## config.mk

```make
export PLATFORM = sky130hd
export DESIGN_NAME = ptd_sqrt
export DESIGN_NICKNAME = d
export VERILOG_FILES = /design/src/sv/ptd_pkg.sv /design/src/sv/ptd_sqrt.sv
export SDC_FILE = /design/constraint.sdc
export NUM_CORES = 2
export LEC_CHECK = 0
export BUFFER_PORTS_ARGS = -buffer_cell sky130_fd_sc_hd__buf_2
export CAP_MARGIN = 15
export CORE_UTILIZATION = 52
export DETAILED_ROUTE_END_ITERATION = 16
export PLACE_DENSITY_LB_ADDON = 0.15
export SLEW_MARGIN = 20
export SYNTH_ARGS = -nofsm -noshare
export SYNTH_HDL_FRONTEND = slang
export SYNTH_SLANG_ARGS = --single-unit
```

## constraint.sdc

```tcl
create_clock -name i_clk -period 4.2 [get_ports i_clk]
set_input_delay 0.63 -clock i_clk [delete_from_list [all_inputs] [get_ports i_clk]]
set_output_delay 0.63 -clock i_clk [all_outputs]
set_load 0.01 [all_outputs]
```

## src/sv/ptd_pkg.sv

```systemverilog
package ptd_pkg;

    localparam int COORD_WIDTH = 16;
    localparam int CFG_ADDR_W  = 3;

    localparam logic [CFG_ADDR_W-1:0] REG_A_X = 3'd0;
    localparam logic [CFG_ADDR_W-1:0] REG_A_Y = 3'd1;
    localparam logic [CFG_ADDR_W-1:0] REG_B_X = 3'd2;
    localparam logic [CFG_ADDR_W-1:0] REG_B_Y = 3'd3;
    localparam logic [CFG_ADDR_W-1:0] REG_C_X = 3'd4;
    localparam logic [CFG_ADDR_W-1:0] REG_C_Y = 3'd5;

    typedef struct packed {
        logic valid;
        logic use_div;
    } t_sel_ctl;

endpackage

```

## src/sv/ptd_sqrt.sv

```systemverilog
module ptd_sqrt #(
    parameter int COORD_WIDTH = ptd_pkg::COORD_WIDTH
) (
    input  logic                      i_clk,
    input  logic                      i_rst_n,
    input  logic                      i_valid,
    input  logic [2*COORD_WIDTH+2:0]  i_x,
    output logic                      o_valid,
    output logic [COORD_WIDTH:0]      o_root
);

    localparam int XW = 2 * COORD_WIDTH + 3;
    localparam int RW = COORD_WIDTH + 2;
    localparam int SW = 2 * RW + 1;

    logic          r_v  [RW];
    logic [RW-1:0] r_d  [RW];
    logic [SW-1:0] r_sq [RW];
    logic [XW-1:0] r_x  [RW];
    logic          r_ov;
    logic [COORD_WIDTH:0] r_root;

    for (genvar j = 0; j < RW; j++) begin : g_stage
        localparam int B = RW - 1 - j;

        logic          p_v;
        logic [RW-1:0] p_d;
        logic [SW-1:0] p_sq;
        logic [XW-1:0] p_x;
        logic [SW-1:0] trial;
        logic          take;
        logic [RW-1:0] n_d;

        if (j == 0) begin : g_first
            assign p_v  = i_valid;
            assign p_d  = '0;
            assign p_sq = '0;
            assign p_x  = i_x;
        end else begin : g_rest
            assign p_v  = r_v[j-1];
            assign p_d  = r_d[j-1];
            assign p_sq = r_sq[j-1];
            assign p_x  = r_x[j-1];
        end

        // (d + 2^b)^2 = d^2 + d*2^(b+1) + 2^(2b)
        always_comb begin
            trial = p_sq + (SW'(p_d) << (B+1)) + (SW'(1) << (2*B));
            take  = (trial <= SW'(p_x));
            n_d   = p_d;
            n_d[B] = take;
        end

        always_ff @(posedge i_clk) begin
            if (!i_rst_n) begin
                r_v[j] <= 1'b0;
            end else begin
                r_v[j] <= p_v;
            end
        end

        always_ff @(posedge i_clk) begin
            r_d[j]  <= n_d;
            r_sq[j] <= take ? trial : p_sq;
            r_x[j]  <= p_x;
        end
    end

    always_ff @(posedge i_clk) begin
        if (!i_rst_n) begin
            r_ov <= 1'b0;
        end else begin
            r_ov <= r_v[RW-1];
        end
    end

    // saturate at the top of the output range
    always_ff @(posedge i_clk) begin
        r_root <= r_d[RW-1][RW-1] ? '1 : r_d[RW-1][COORD_WIDTH:0];
    end

    assign o_valid = r_ov;
    assign o_root  = r_root;

endmodule

```

### After elaboration in Yosys (flattened, before gate mapping)

Memory sizes are Yosys's and may differ from the RTL's. A register that Yosys moved wholly into a read port is not among the register bits.
Index checks and enable logic that the tools add are counted.
W data, S select, Z words.

| operators by class | value |
|---|---|
| add/sub/neg operators | 34 |
| reductions and logical operators | 1 |
| multiplexer cells | 38 |
| bitwise gates (word level) | 18 |
| $lt $le $gt $ge | 18 |

Operator list:

| operator | count |
|---|---|
| $le A37 B35 Y1 | 17 |
| $mux W37 | 17 |
| $add A37 B1 Y37 const B | 1 |
| $add A37 B11 Y37 const B | 1 |
| $add A37 B13 Y37 const B | 1 |
| $add A37 B15 Y37 const B | 1 |
| $add A37 B17 Y37 const B | 1 |
| $add A37 B19 Y37 | 1 |
| $add A37 B19 Y37 const B | 1 |
| $add A37 B20 Y37 | 1 |
| $add A37 B21 Y37 | 1 |
| $add A37 B21 Y37 const B | 1 |
| $add A37 B22 Y37 | 1 |
| $add A37 B23 Y37 | 1 |
| $add A37 B23 Y37 const B | 1 |
| $add A37 B24 Y37 | 1 |
| $add A37 B25 Y37 | 1 |
| $add A37 B25 Y37 const B | 1 |
| $add A37 B26 Y37 | 1 |
| $add A37 B27 Y37 | 1 |
| $add A37 B27 Y37 const B | 1 |
| $add A37 B28 Y37 | 1 |
| $add A37 B29 Y37 | 1 |
| $add A37 B29 Y37 const B | 1 |
| other kinds (17) | 53 |

| word-level totals | value |
|---|---|
| RAM bits | 1638 |
| memories | 4 |
| register bits | 17 |
| logic and storage cells | 114 |
| bits of input ports | 38 |

Memory list:

| memory | words | bits a word | read ports | clocked after Yosys merged registers in | wr ports | RTL line | source |
|---|---|---|---|---|---|---|---|
| r_sq | 18 | 37 | 17 | 0 | 18 | ptd_sqrt.sv:18 | `logic [SW-1:0] r_sq [RW];` |
| r_x | 18 | 35 | 17 | 0 | 18 | ptd_sqrt.sv:19 | `logic [XW-1:0] r_x [RW];` |
| r_d | 18 | 18 | 18 | 0 | 18 | ptd_sqrt.sv:17 | `logic [RW-1:0] r_d [RW];` |
| r_v | 18 | 1 | 18 | 1 | 18 | ptd_sqrt.sv:16 | `logic r_v [RW];` |

### Depth between registers and ports, before layout

An unclocked memory read counts as a cell.

| depth | value |
|---|---|
| word-level depth | 5 |
| gate-level depth with buffers | 21 |
| mapped depth without buffers | 19 |

### Least setup slack after synthesis

Ideal clock, no wire load.

| path | value |
|---|---|
| kind | register to register |
| start point | memory r_d[10][9] in the netlist's numbering |
| end point | memory r_sq[11][19] in the netlist's numbering |
| arrival | 4.396 ns |
| setup slack | -0.316 ns |
| buffers on the path | 2 |
| setup time | 0.121 ns |
| stages on the path, launching flop included | 20 |
| data required time | 4.079 ns |
| cell sequence | dfxtp_1 ha_1 a211o_1 a21o_1 o211ai_1 a21boi_0 and3_1 clkbuf_1 nand3_1 xnor2_1 ha_1 a21oi_1 o21ai_0 a2111oi_0 o211ai_1 o31ai_1 o21ai_2 inv_2 buf_2 mux2_2 |

RTL lines:

| element | RTL line |
|---|---|
| from (decl) | ptd_sqrt.sv:17 |
| to (decl) | ptd_sqrt.sv:18 |

==> results.toml <==
[outcome]
status = "finished with violations"
violations = "negative setup slack"

[power]
p_per_area_nw_per_um2 = 872
total_power_mw = 46.2
peakVddDrop_mv = 0.416
power.leakage_nw = 24.0

[synthesis]
synth_ff_type = "dfxtp_1"
synth-compound-area-share_pct = 10.5
syn_avg_cell_area_um2 = 10.7
ys_warn_count = 0
synth_edf_count = 0
synth_seq_cells = 1090
syn_area_um2 = 42300
yosys.area_share.adder_pct = 12.1
ys_types = 105
synth_top_family_by_area = "adder cells"
synth_xor_xnor_area_share_pct = 7.48
async_flop_share_pct = 0
seq_area_frac_synth_pct = 51.5
yosys.area_share.simple_pct = 11.9
synthCells = 3946
synthMuxAreaShare_pct = 2.94

[placed_design]
gp_routability_congestion = 0.886
dp_hpwl_mm = 73.2
portBuffers = 55
dp_cells = 5361

[global_route]
grt_max_degree = 20
grt_overflow = 0
grt_pass1_vias = 30500
grt_use_total_pct = 23.2
antenna_found_initial = 1
grt_pass1_wl_mm = 152

[worst_setup_path]
path_max_fanout = 8
worstReg2RegEnd = "r_sq[16][32]"
end_kind = "register"
crit_arrival_ns = 4.91
cp-startpoint = "r_d[15][6]"
rr_worst_depth = 20
worst_setup_path_start_kind = "register"
worst_ep_required_time_ns = 4.78
critical_path_class = "register to register"
r2r-start = "r_d[15][6]"
r2r_slack_ns = -0.13

[clock_tree]
cts.sinks = 1090
cts_buffers = 106
h-tree-depth = 3
cts_tree = "done"
clockBufferDepth = 3
root_buffer = "clkbuf_16"
insertion_delay_ns = 0.69
clk_pin_slew_ns = 0.06

[hold_path]
whs_path_depth = 1
worstHoldEndpoint = "r_x[0][34]"
worst_hold_path_type = "input pin to register"
worstHoldStart = "i_x[34]"

[floorplanning]
die_area_um2 = 82600
initial_core_util_pct = 52.6
core_area_um2 = 80500
die_x_um = 287
rows = 104
num_io_pins = 56
dieHeight_um = 287

[finish]
final_cell_mix = "dfxtp_1 (1059), ha_1 (378), buf_4 (371)"
diodes = 0
synthToLayoutAreaGrowth_pct = 25.2
final_common_cell = "dfxtp_1"
layoutNonFillerInstCount = 5660
final_nets = 4962
layout-drive-gt1-share_pct = 22.9

[timing]
slew_headroom_pct = 21.8
hold_viol = 0
worst_pin_slew_ns = 1.17
fin_crit_ns = 4.33
setup_slack_ns = -0.130
finalClockSkew_ns = 0.0657
fmax_mhz = 231
period_share_pct = 103
rsz0062_at_grt = "true"
slew_violations = 0
setup_violations = 40

[route]
drc = 0
num_vias = 29200
dr.pass1.iters = 5
ant_nets = 0
post_drt_wl_per_cell_um = 17.0
drtIter0Drc = 1032
wl_mm = 96.0
routed_via_density = 5.16

[run]
max_cap_violations = 0
-- worst max-delay path by stage --
stage	cells after the start	endpoint
after detailed placement	17	r_sq[15][12]
after floorplan	18	r_sq[11][19]
after CTS	19	r_sq[16][9]
final	20	r_sq[16][32]
after global placement	17	r_sq[15][8]
after global routing	20	r_sq[14][34]
-- flip-flops by register name, indices dropped and copies added, names as in the netlist --
signal	flops
o_root	17
o_valid	1
r_d	156
r_sq	303
r_v	18
r_x	595
-- cells in the mapped netlist, types with 43 or more instances --
cell type | n | area share, %
a211oi_1 | 43 | 0.76
a21o_1 | 97 | 1.7
a21oi_1 | 176 | 2.1
and2_1 | 55 | 0.81
dfxtp_1 | 1090 | 52
ha_1 | 410 | 12
inv_1 | 345 | 3.1
mux2_2 | 98 | 2.6
nand2_1 | 170 | 1.5
nand3_1 | 97 | 1.1
nand4_1 | 88 | 1.3
nor2_1 | 169 | 1.5
nor2b_1 | 46 | 0.68
nor3_1 | 81 | 0.96
nor4_1 | 62 | 0.92
o21ai_0 | 88 | 1.0
xnor2_1 | 229 | 4.7
xor2_1 | 131 | 2.7
-- through the flow --
stage          utilization, %  hold slack (ns)  area (µm²)  setup WS, ns  TNS (ns)
2_1_floorplan               -            0.310       42400        0.0225         0
3_3_place_gp             57.7            0.310       46400        -0.309    -23.88
3_5_place_dp             57.7            0.312       46400        -0.306    -29.92
4_1_cts                  64.6         0.000769       52000       -0.0905     -1.41
5_1_grt                  65.9          0.00547       53000        -0.287    -17.16
6_report                 65.9           0.0440       53000        -0.130     -1.97
-- routing by layer --
| layer | up-vias | wire length (µm) | global-route usage (%) |
|---|---|---|---|
| met5 | - | 13 | 0 |
| met4 | 2 | 4990 | 11.6 |
| met3 | 260 | 2250 | 2.98 |
| met2 | 424 | 52700 | 46.2 |
| met1 | 13600 | 36100 | 23.0 |
| li1 | 14900 | - | - |
-- power breakdown --
part | internal (mW) | switching, mW
Clock | 5.79 | 4.07
Combinational | 11.4 | 10.7
Sequential | 12.5 | 1.76
Total | 29.7 | 16.5
-- kinds of logic (layout without fill, tap and decap cells) --
logic type / count (synthesis) / in the layout
AOI/OAI and AO/OA: 642 / 642
xor gates and xnor gates: 361 / 361
adders and majority gates: 410 / 410
buffers and inverters: 389 / 1042
DFF: 1090 / 1090
muxes: 108 / 108
other: 1 / 2
and+or+nand+nor: 945 / 945
-- critical path: stages (launching register included) --
cell,delay [ns]
dfxtp_2,0.34
ha_4,0.26
o21a_1,0.17
a21o_1,0.22
o211ai_1,0.15
a41oi_2,0.43
nor2b_4,0.36
nand4_1,0.18
xnor2_1,0.17
ha_1,0.31
nand2_1,0.10
nor2_2,0.06
and3_4,0.17
a211o_1,0.29
a31oi_4,0.19
a21oi_4,0.11
buf_6,0.14
buf_12,0.14
buf_6,0.12
nor3_4,0.17
xor2_1,0.18
-- final cells by class --
class	instances	area, µm²
Clock buffer	141	2980
Clock inverter	53	783
Sequential cell	1090	21900
Timing Repair Buffer	501	4060
Tap cell	1060	1330
Inverter	347	1310
Multi-Input combinational cell	2468	20700
Fill cell	6232	27500
-- timing repair --
action	in CTS	in global routing
pin swaps	105	108
gates cloned	6	4
endpoints found under the hold margin	33	1
resized for setup	220	196
hold buffers	33	1
buffers inserted	39	31
setup endpoints to repair	184	197
Note: power is estimated with default switching activity, not from simulation.
