### config.mk
export PLATFORM = sky130hd
export DESIGN_NAME = ptd_select
export DESIGN_NICKNAME = d
export VERILOG_FILES = /design/src/sv/ptd_pkg.sv /design/src/sv/ptd_select.sv
export SDC_FILE = /design/constraint.sdc
export NUM_CORES = 2
export LEC_CHECK = 0
export BUFFER_PORTS_ARGS = -buffer_cell sky130_fd_sc_hd__buf_2
export CAP_MARGIN = 20
export CORE_MARGIN = 1
export CORE_UTILIZATION = 33
export DETAILED_ROUTE_END_ITERATION = 10
export HOLD_SLACK_MARGIN = 0.02
export PLACE_DENSITY = 0.62
export SYNTH_ARGS = -nofsm -noshare
export SYNTH_HDL_FRONTEND = slang
export SYNTH_SLANG_ARGS = --single-unit
### constraint.sdc
create_clock -name i_clk -period 16 [get_ports i_clk]
set_clock_uncertainty 0.15 [all_clocks]
set_input_delay 1.6 -clock i_clk [delete_from_list [all_inputs] [get_ports i_clk]]
set_output_delay 1.6 -clock i_clk [all_outputs]
set_load 0.02 [all_outputs]
### src/sv/ptd_pkg.sv
package ptd_pkg;

    localparam int COORD_WIDTH = 16;
    localparam int CFG_ADDR_W  = 3;

    localparam logic [CFG_ADDR_W-1:0] REG_A_X = 3'd0;
    localparam logic [CFG_ADDR_W-1:0] REG_A_Y = 3'd1;
    localparam logic [CFG_ADDR_W-1:0] REG_B_X = 3'd2;
    localparam logic [CFG_ADDR_W-1:0] REG_B_Y = 3'd3;
    localparam logic [CFG_ADDR_W-1:0] REG_C_X = 3'd4;
    localparam logic [CFG_ADDR_W-1:0] REG_C_Y = 3'd5;

    typedef struct packed {
        logic valid;
        logic use_div;
    } t_sel_ctl;

endpackage

### src/sv/ptd_select.sv
module ptd_select #(
    parameter int COORD_WIDTH = ptd_pkg::COORD_WIDTH
) (
    input  logic                            i_clk,
    input  logic                            i_rst_n,
    input  logic                            i_valid,
    input  logic signed [2*COORD_WIDTH+2:0] i_cross [3],
    input  logic signed [2*COORD_WIDTH+2:0] i_dot   [3],
    input  logic signed [2*COORD_WIDTH+2:0] i_len2  [3],
    input  logic signed [2*COORD_WIDTH+2:0] i_vsq   [3],
    input  logic signed [2*COORD_WIDTH+2:0] i_refc,
    output ptd_pkg::t_sel_ctl               o_ctl,
    output logic [4*COORD_WIDTH+5:0]        o_num,
    output logic [2*COORD_WIDTH+2:0]        o_den,
    output logic [2*COORD_WIDTH+2:0]        o_alt
);

    localparam int S  = 2 * COORD_WIDTH + 3;
    localparam int NW = 2 * S;
    localparam int QL = (S + 1) / 2;
    localparam int QH = S - QL;

    logic [2:0]          match;
    logic [1:0]          nfail;
    logic [1:0]          bad;
    logic signed [S-1:0] c_sel;
    logic signed [S-1:0] d_sel;
    logic signed [S-1:0] l_sel;
    logic signed [S-1:0] m01;
    logic signed [S-1:0] m012;
    logic                seg;
    ptd_pkg::t_sel_ctl   n4_ctl;
    logic [S-1:0]        n4_q;
    logic [S-1:0]        n4_alt;

    ptd_pkg::t_sel_ctl   r4_ctl;
    logic [S-1:0]        r4_q;
    logic [S-1:0]        r4_den;
    logic [S-1:0]        r4_alt;

    ptd_pkg::t_sel_ctl   r5_ctl;
    logic [2*QL-1:0]     r5_ll;
    logic [QL+QH-1:0]    r5_lh;
    logic [2*QH-1:0]     r5_hh;
    logic [S-1:0]        r5_den;
    logic [S-1:0]        r5_alt;

    ptd_pkg::t_sel_ctl   r6_ctl;
    logic [NW-1:0]       r6_num;
    logic [S-1:0]        r6_den;
    logic [S-1:0]        r6_alt;

    always_comb begin
        bad = 2'd0;
        for (int i = 0; i < 3; i++) begin
            match[i] = (i_cross[i][S-1] == i_refc[S-1]) &&
                       ((i_cross[i] == '0) == (i_refc == '0));
            if (!match[i]) begin
                bad = 2'(i);
            end
        end
        nfail = 2'(!match[0]) + 2'(!match[1]) + 2'(!match[2]);

        unique case (bad)
            2'd1: begin
                c_sel = i_cross[1];
                d_sel = i_dot[1];
                l_sel = i_len2[1];
            end
            2'd2: begin
                c_sel = i_cross[2];
                d_sel = i_dot[2];
                l_sel = i_len2[2];
            end
            default: begin
                c_sel = i_cross[0];
                d_sel = i_dot[0];
                l_sel = i_len2[0];
            end
        endcase

        seg  = (l_sel != '0) && !d_sel[S-1] && (d_sel <= l_sel);
        m01  = (i_vsq[1] < i_vsq[0]) ? i_vsq[1] : i_vsq[0];
        m012 = (i_vsq[2] < m01) ? i_vsq[2] : m01;

        n4_ctl.valid   = i_valid;
        n4_ctl.use_div = (nfail == 2'd1) && seg;
        n4_q           = c_sel[S-1] ? $unsigned(-c_sel) : $unsigned(c_sel);
        n4_alt         = (nfail == 2'd0) ? '0 : $unsigned(m012);
    end

    always_ff @(posedge i_clk) begin
        if (!i_rst_n) begin
            r4_ctl <= '0;
            r5_ctl <= '0;
            r6_ctl <= '0;
        end else begin
            r4_ctl <= n4_ctl;
            r5_ctl <= r4_ctl;
            r6_ctl <= r5_ctl;
        end
    end

    always_ff @(posedge i_clk) begin
        r4_q   <= n4_q;
        r4_den <= $unsigned(l_sel);
        r4_alt <= n4_alt;

        // square of the cross product in partial products
        r5_ll  <= r4_q[QL-1:0] * r4_q[QL-1:0];
        r5_lh  <= r4_q[QL-1:0] * r4_q[S-1:QL];
        r5_hh  <= r4_q[S-1:QL] * r4_q[S-1:QL];
        r5_den <= r4_den;
        r5_alt <= r4_alt;

        r6_num <= (NW'(r5_hh) << (2*QL)) + (NW'(r5_lh) << (QL+1)) + NW'(r5_ll);
        r6_den <= r5_den;
        r6_alt <= r5_alt;
    end

    assign o_ctl = r6_ctl;
    assign o_num = r6_num;
    assign o_den = r6_den;
    assign o_alt = r6_alt;

endmodule

# [Word-level counts from Yosys, hierarchy flattened]
# Cells that the tools add are included.
[totals] out_inout_bits=142 register_bits=426
[op_classes] n_eq_ne=9 n_reduce_logical=16 add_sub_neg=5 muxes=8 multipliers=3 n_lt_le_gt_ge=3
[op_table] op="$pmux W35 S2" count=3
[op_table] op="$logic_not A35 Y1" count=4
[op_table] op="$add A70 B36 Y70" count=1
[op_table] op="$add A70 B54 Y70" count=1
[op_table] op="$lt A35 B35 Y1" count=2
[op_table] op="$mux W35" count=2
[op_table] op="$mul A18 B18 Y36" count=1
[op_table] op="$le A35 B35 Y1" count=1
[op_table] op="$mul A18 B17 Y35" count=1
[op_table] op="$neg A35 Y35" count=1
[op_table] op="$reduce_bool A35 Y1" count=1
[op_table] op="$mul A17 B17 Y34" count=1
[op_table] op="$mux W34" count=1
[op_table] op="$eq A1 B1 Y1" count=6
[op_table] op="$logic_and A1 B1 Y1" count=6
[op_table] op="$eq A2 B1 Y1 const B" count=2
[op_table] op="$logic_not A1 Y1" count=4
[op_table] op="$add A1 B1 Y2" count=1
[op_table] op="$add A2 B1 Y2" count=1
[op_table] op="$eq A2 B2 Y1 const B" count=1
[op_table] op="$logic_not A2 Y1" count=1
[op_table] op="$mux W2" count=1
[op_table] op="$mux W1" count=1

# [Longest topological paths before layout]
[depth] ltp_word=11 ltp_mapped=28

# [Worst setup path after synthesis]
# OpenSTA, ideal clock, no wires.
[synth_timing] path_type="register -> register" from="register r4_q[28]" to="register r5_hh[33]" n_path_buf=2 period_less_slack_ns=6.826 stages_incl_launch_ff=27 t_required_ns=15.778 path_slack_ns=9.174 t_arrival_ns=6.604 cell_sequence="dfxtp_1 clkbuf_1 clkbuf_1 nand2_1 fa_1 inv_1 fa_1 inv_1 fa_1 inv_1 fa_1 fa_1 inv_1 fa_1 inv_1 ha_1 and4_1 nand2_1 a2bb2oi_1 a21oi_1 nor2_1 a211oi_1 a41o_1 or4_1 a31o_2 a21oi_1 xnor2_1"
[synth_via] elab_chain_len=1
[synth_rtl] element="from (decl)" line="ptd_select.sv:37" source="logic [S-1:0] r4_q;"
[synth_rtl] element="from (signal assigned)" line="ptd_select.sv:105" source="r4_q <= n4_q;"
[synth_rtl] element="$mul A17 B17 Y34" line="ptd_select.sv:112" source="r5_hh <= r4_q[S-1:QL] * r4_q[S-1:QL];"
[synth_rtl] element="to (signal assigned)" line="ptd_select.sv:112"
[synth_rtl] element="to (decl)" line="ptd_select.sv:44" source="logic [2*QH-1:0] r5_hh;"
# Every way passes these cells.
# A chain may end at the register's enable or synchronous reset.

# [Worst setup path in the final report]
[layout_timing] from="register r4_q[29]" to="register r5_hh[33]"
# Same word-level chain as after synthesis.

==> results.sh <==
export IMPL_yosysSeqAreaShare_pct=19.3
export IMPL_fillers=13400
export IMPL_cp_end_kind="flop"
export IMPL_max_freq_ghz=0.130
export IMPL_grt_pass1_vias=37400
export IMPL_totalWireLength_um=143000
export IMPL_final_cell_mix="inv_1 (957), fa_1 (651), buf_2 (599)"
export IMPL_cts_setup_buffers=0
export IMPL_worst_path_max_delay_cell="fa_1"
export IMPL_synthSimpleGateAreaFrac_pct=14.0
export IMPL_synthXorXnorAreaFrac_pct=3.76
export IMPL_dieHeight_um=367
export IMPL_crit_type="reg -> reg"
export IMPL_drtAntennaViolNets=0
export IMPL_synth_compound_area_share_pct=9.09
export IMPL_ys_ff_latch=423
export IMPL_yosysWarnings=0
export IMPL_root_buffer="clkbuf_16"
export IMPL_gr_total_overflow=0
export IMPL_port_buffers=598
export IMPL_syn_cell_area_um2=44000
export IMPL_synth_edf_count=0
export IMPL_drv_cap=0
export IMPL_worstSetupStartpointType="flop"
export IMPL_worst_pin_slew_ns=0.989
export IMPL_die_area_um2=135000
export IMPL_layout_nets=6923
export IMPL_status="completed"
export IMPL_final_common_cell="inv_1"
export IMPL_crit_required_ns=16.42
export IMPL_final_area_um2=50800
export IMPL_wl_per_cell_um=19.9
export IMPL_die_x_um=367
export IMPL_clk_pin_slew_ns=0.07
export IMPL_track_usage_pct=21.3
export IMPL_finalSetupTns_ns=0
export IMPL_syn_to_final_growth_pct=15.6
export IMPL_period_share_pct=47.9
export IMPL_hold_viol=0
export IMPL_postSynthAreaPerCell_um2=9.12
export IMPL_synthAdderAreaFrac_pct=43.0
export IMPL_synth_fp_nets=6399
export IMPL_start_util_pct=33.4
export IMPL_synth_top_family_by_area="adder cells"
export IMPL_synthMuxAreaShare_pct=1.15
export IMPL_avgViaCountPerCell=4.87
export IMPL_hold_buffers=0
export IMPL_crit_arrival_ns=8.09
export IMPL_async_flop_share_pct=0
export IMPL_grt_max_degree=77
export IMPL_ios=600
export IMPL_cts_tree="yes"
export IMPL_antenna_found_initial=65
export IMPL_hpwl_um=116000
export IMPL_core_rowCount=133
export IMPL_gp_congestion=1.06
export IMPL_clk_latency_ns=0.67
export IMPL_cts_htree_levels=2
export IMPL_drt_iter0_drc=1638
export IMPL_drc=0
export IMPL_min_path_type="reg -> reg"
export IMPL_cts_buffer_depth=3
export IMPL_numCtsBuffers=50
export IMPL_syn_inst=4821
export IMPL_fin_util_pct=38.5
export IMPL_grt_pass1_wl_um=219000
export IMPL_cts_resized=0
export IMPL_num_vias=34900
export IMPL_drtPass1Iterations=5
export IMPL_placed_area_um2=48900
export IMPL_finalCriticalPeriod_ns=7.67
export IMPL_synth_flop_cell="dfxtp_1"
export IMPL_yosysUniqueCellTypes=82
export IMPL_core_area_um2=132000
export IMPL_cp_slowest_stage_delay_ns=0.54
export IMPL_crit_fanout=27
export IMPL_rsz0062_at_grt="no"
export IMPL_fin_hold_ws_ns=0.164
export IMPL_setup_viol=0
export IMPL_drive_gt1_share_pct=15.1
export IMPL_slew_viol_final=0
export IMPL_clock_sinks=423
export IMPL_slew_headroom_pct=34.1
[final cells by class]
class                      instances  area [µm²]  area share, %
timing repair buffer             647        3400           6.69
antenna                           30        75.1          0.148
multi-input combinational       3264       31300           61.6
sequential                       423        8500           16.7
inverter                         959        3600           7.09
clock inverter                    30         362          0.712
clock buffer                      62        1390           2.73
tap                             1755        2200           4.32
[cell usage after synthesis (all sizes together), types with 7 or more instances]
master,n,area (µm²)
a31oi,94,588
fa,651,13000
nand2b,27,169
nor4,44,305
or3,8,50.1
o21a,17,128
ha,469,5870
or2,14,87.6
inv,958,3600
nor3,41,221
xnor2,132,1160
nor2b,32,200
mux2,8,93.8
and4,7,61.3
a21o,80,601
nand4,30,209
dfxtp,423,8470
o31ai,18,149
o21ai,101,505
a21oi,166,831
a221o,10,100
nand2,578,2170
and2,236,1480
and3,17,108
o2bb2ai,35,307
xor2,55,489
o21bai,12,90.1
mux2i,41,410
a211oi,11,82.6
nor2,195,739
nand3,50,250
o211ai,10,75.1
clkbuf,159,597
buf,16,83.8
[critical path: cells and delay by family (launching register included)]
family	cells	cell delay (ns)
adder cells (fa/ha/maj)	7	2.98
AO/OA/AOI/OAI	6	1.36
buffers and inverters	8	1.34
AND/OR/NAND/NOR	5	1.27
flip-flops	1	0.31
XOR/XNOR	1	0.15
[path summary, 6_finish.rpt]
kind	from	cells after the start	slack (ns)	endpoint
worst max-delay path	r4_q[29]$_DFF_P_	27	8.33	r5_hh[33]$_DFF_P_
worst min-delay path	r5_ll[15]$_DFF_P_	0	0.16	o_num[15]$_DFF_P_
worst max register to register	r4_q[29]$_DFF_P_	27	8.33	r5_hh[33]$_DFF_P_
worst min register to register	r5_ll[15]$_DFF_P_	0	0.16	o_num[15]$_DFF_P_
[flip-flops by register name, indices dropped and copies added, names as in the netlist, 33 cells and up]
name / flops
o_num: 69
r5_hh: 33
r5_ll: 35
r4_q: 35
r4_alt: 35
r5_lh: 35
r4_den: 35
r5_alt: 35
r5_den: 35
o_den: 35
o_alt: 35
[metrics by stage]
stage | worst slack (ns) | std cells
global placement | 7.70 | 7044
CTS | 8.25 | 7138
floorplan | 9.17 | 4821
finish | 8.33 | 7170
global route | 7.81 | 7163
detailed placement | 7.76 | 7046
[layer usage]
layer / routed length [µm] / up-vias / global-route usage (%)
met3: 8760 / 309 / 4.24
met4: 6080 / 44 / 8.61
met2: 70900 / 1139 / 37.7
li1: - / 16300 / -
met1: 56500 / 17200 / 25.0
met5: 283 / - / 0
[cells by family (layout without fill, tap and decap cells)]
logic type	count (synthesis)	count (layout)
AND/OR/NAND/NOR	1292	1292
buffers and inverters	1134	1698
adder cells (fa/ha/maj)	1120	1120
AO/OA/AOI/OAI	615	615
flip-flops	423	423
XOR/XNOR	187	187
multiplexers	49	49
other	1	31
Power is not shown: default switching activity piles up to over one toggle a cycle in this logic, so the estimate is an artifact.
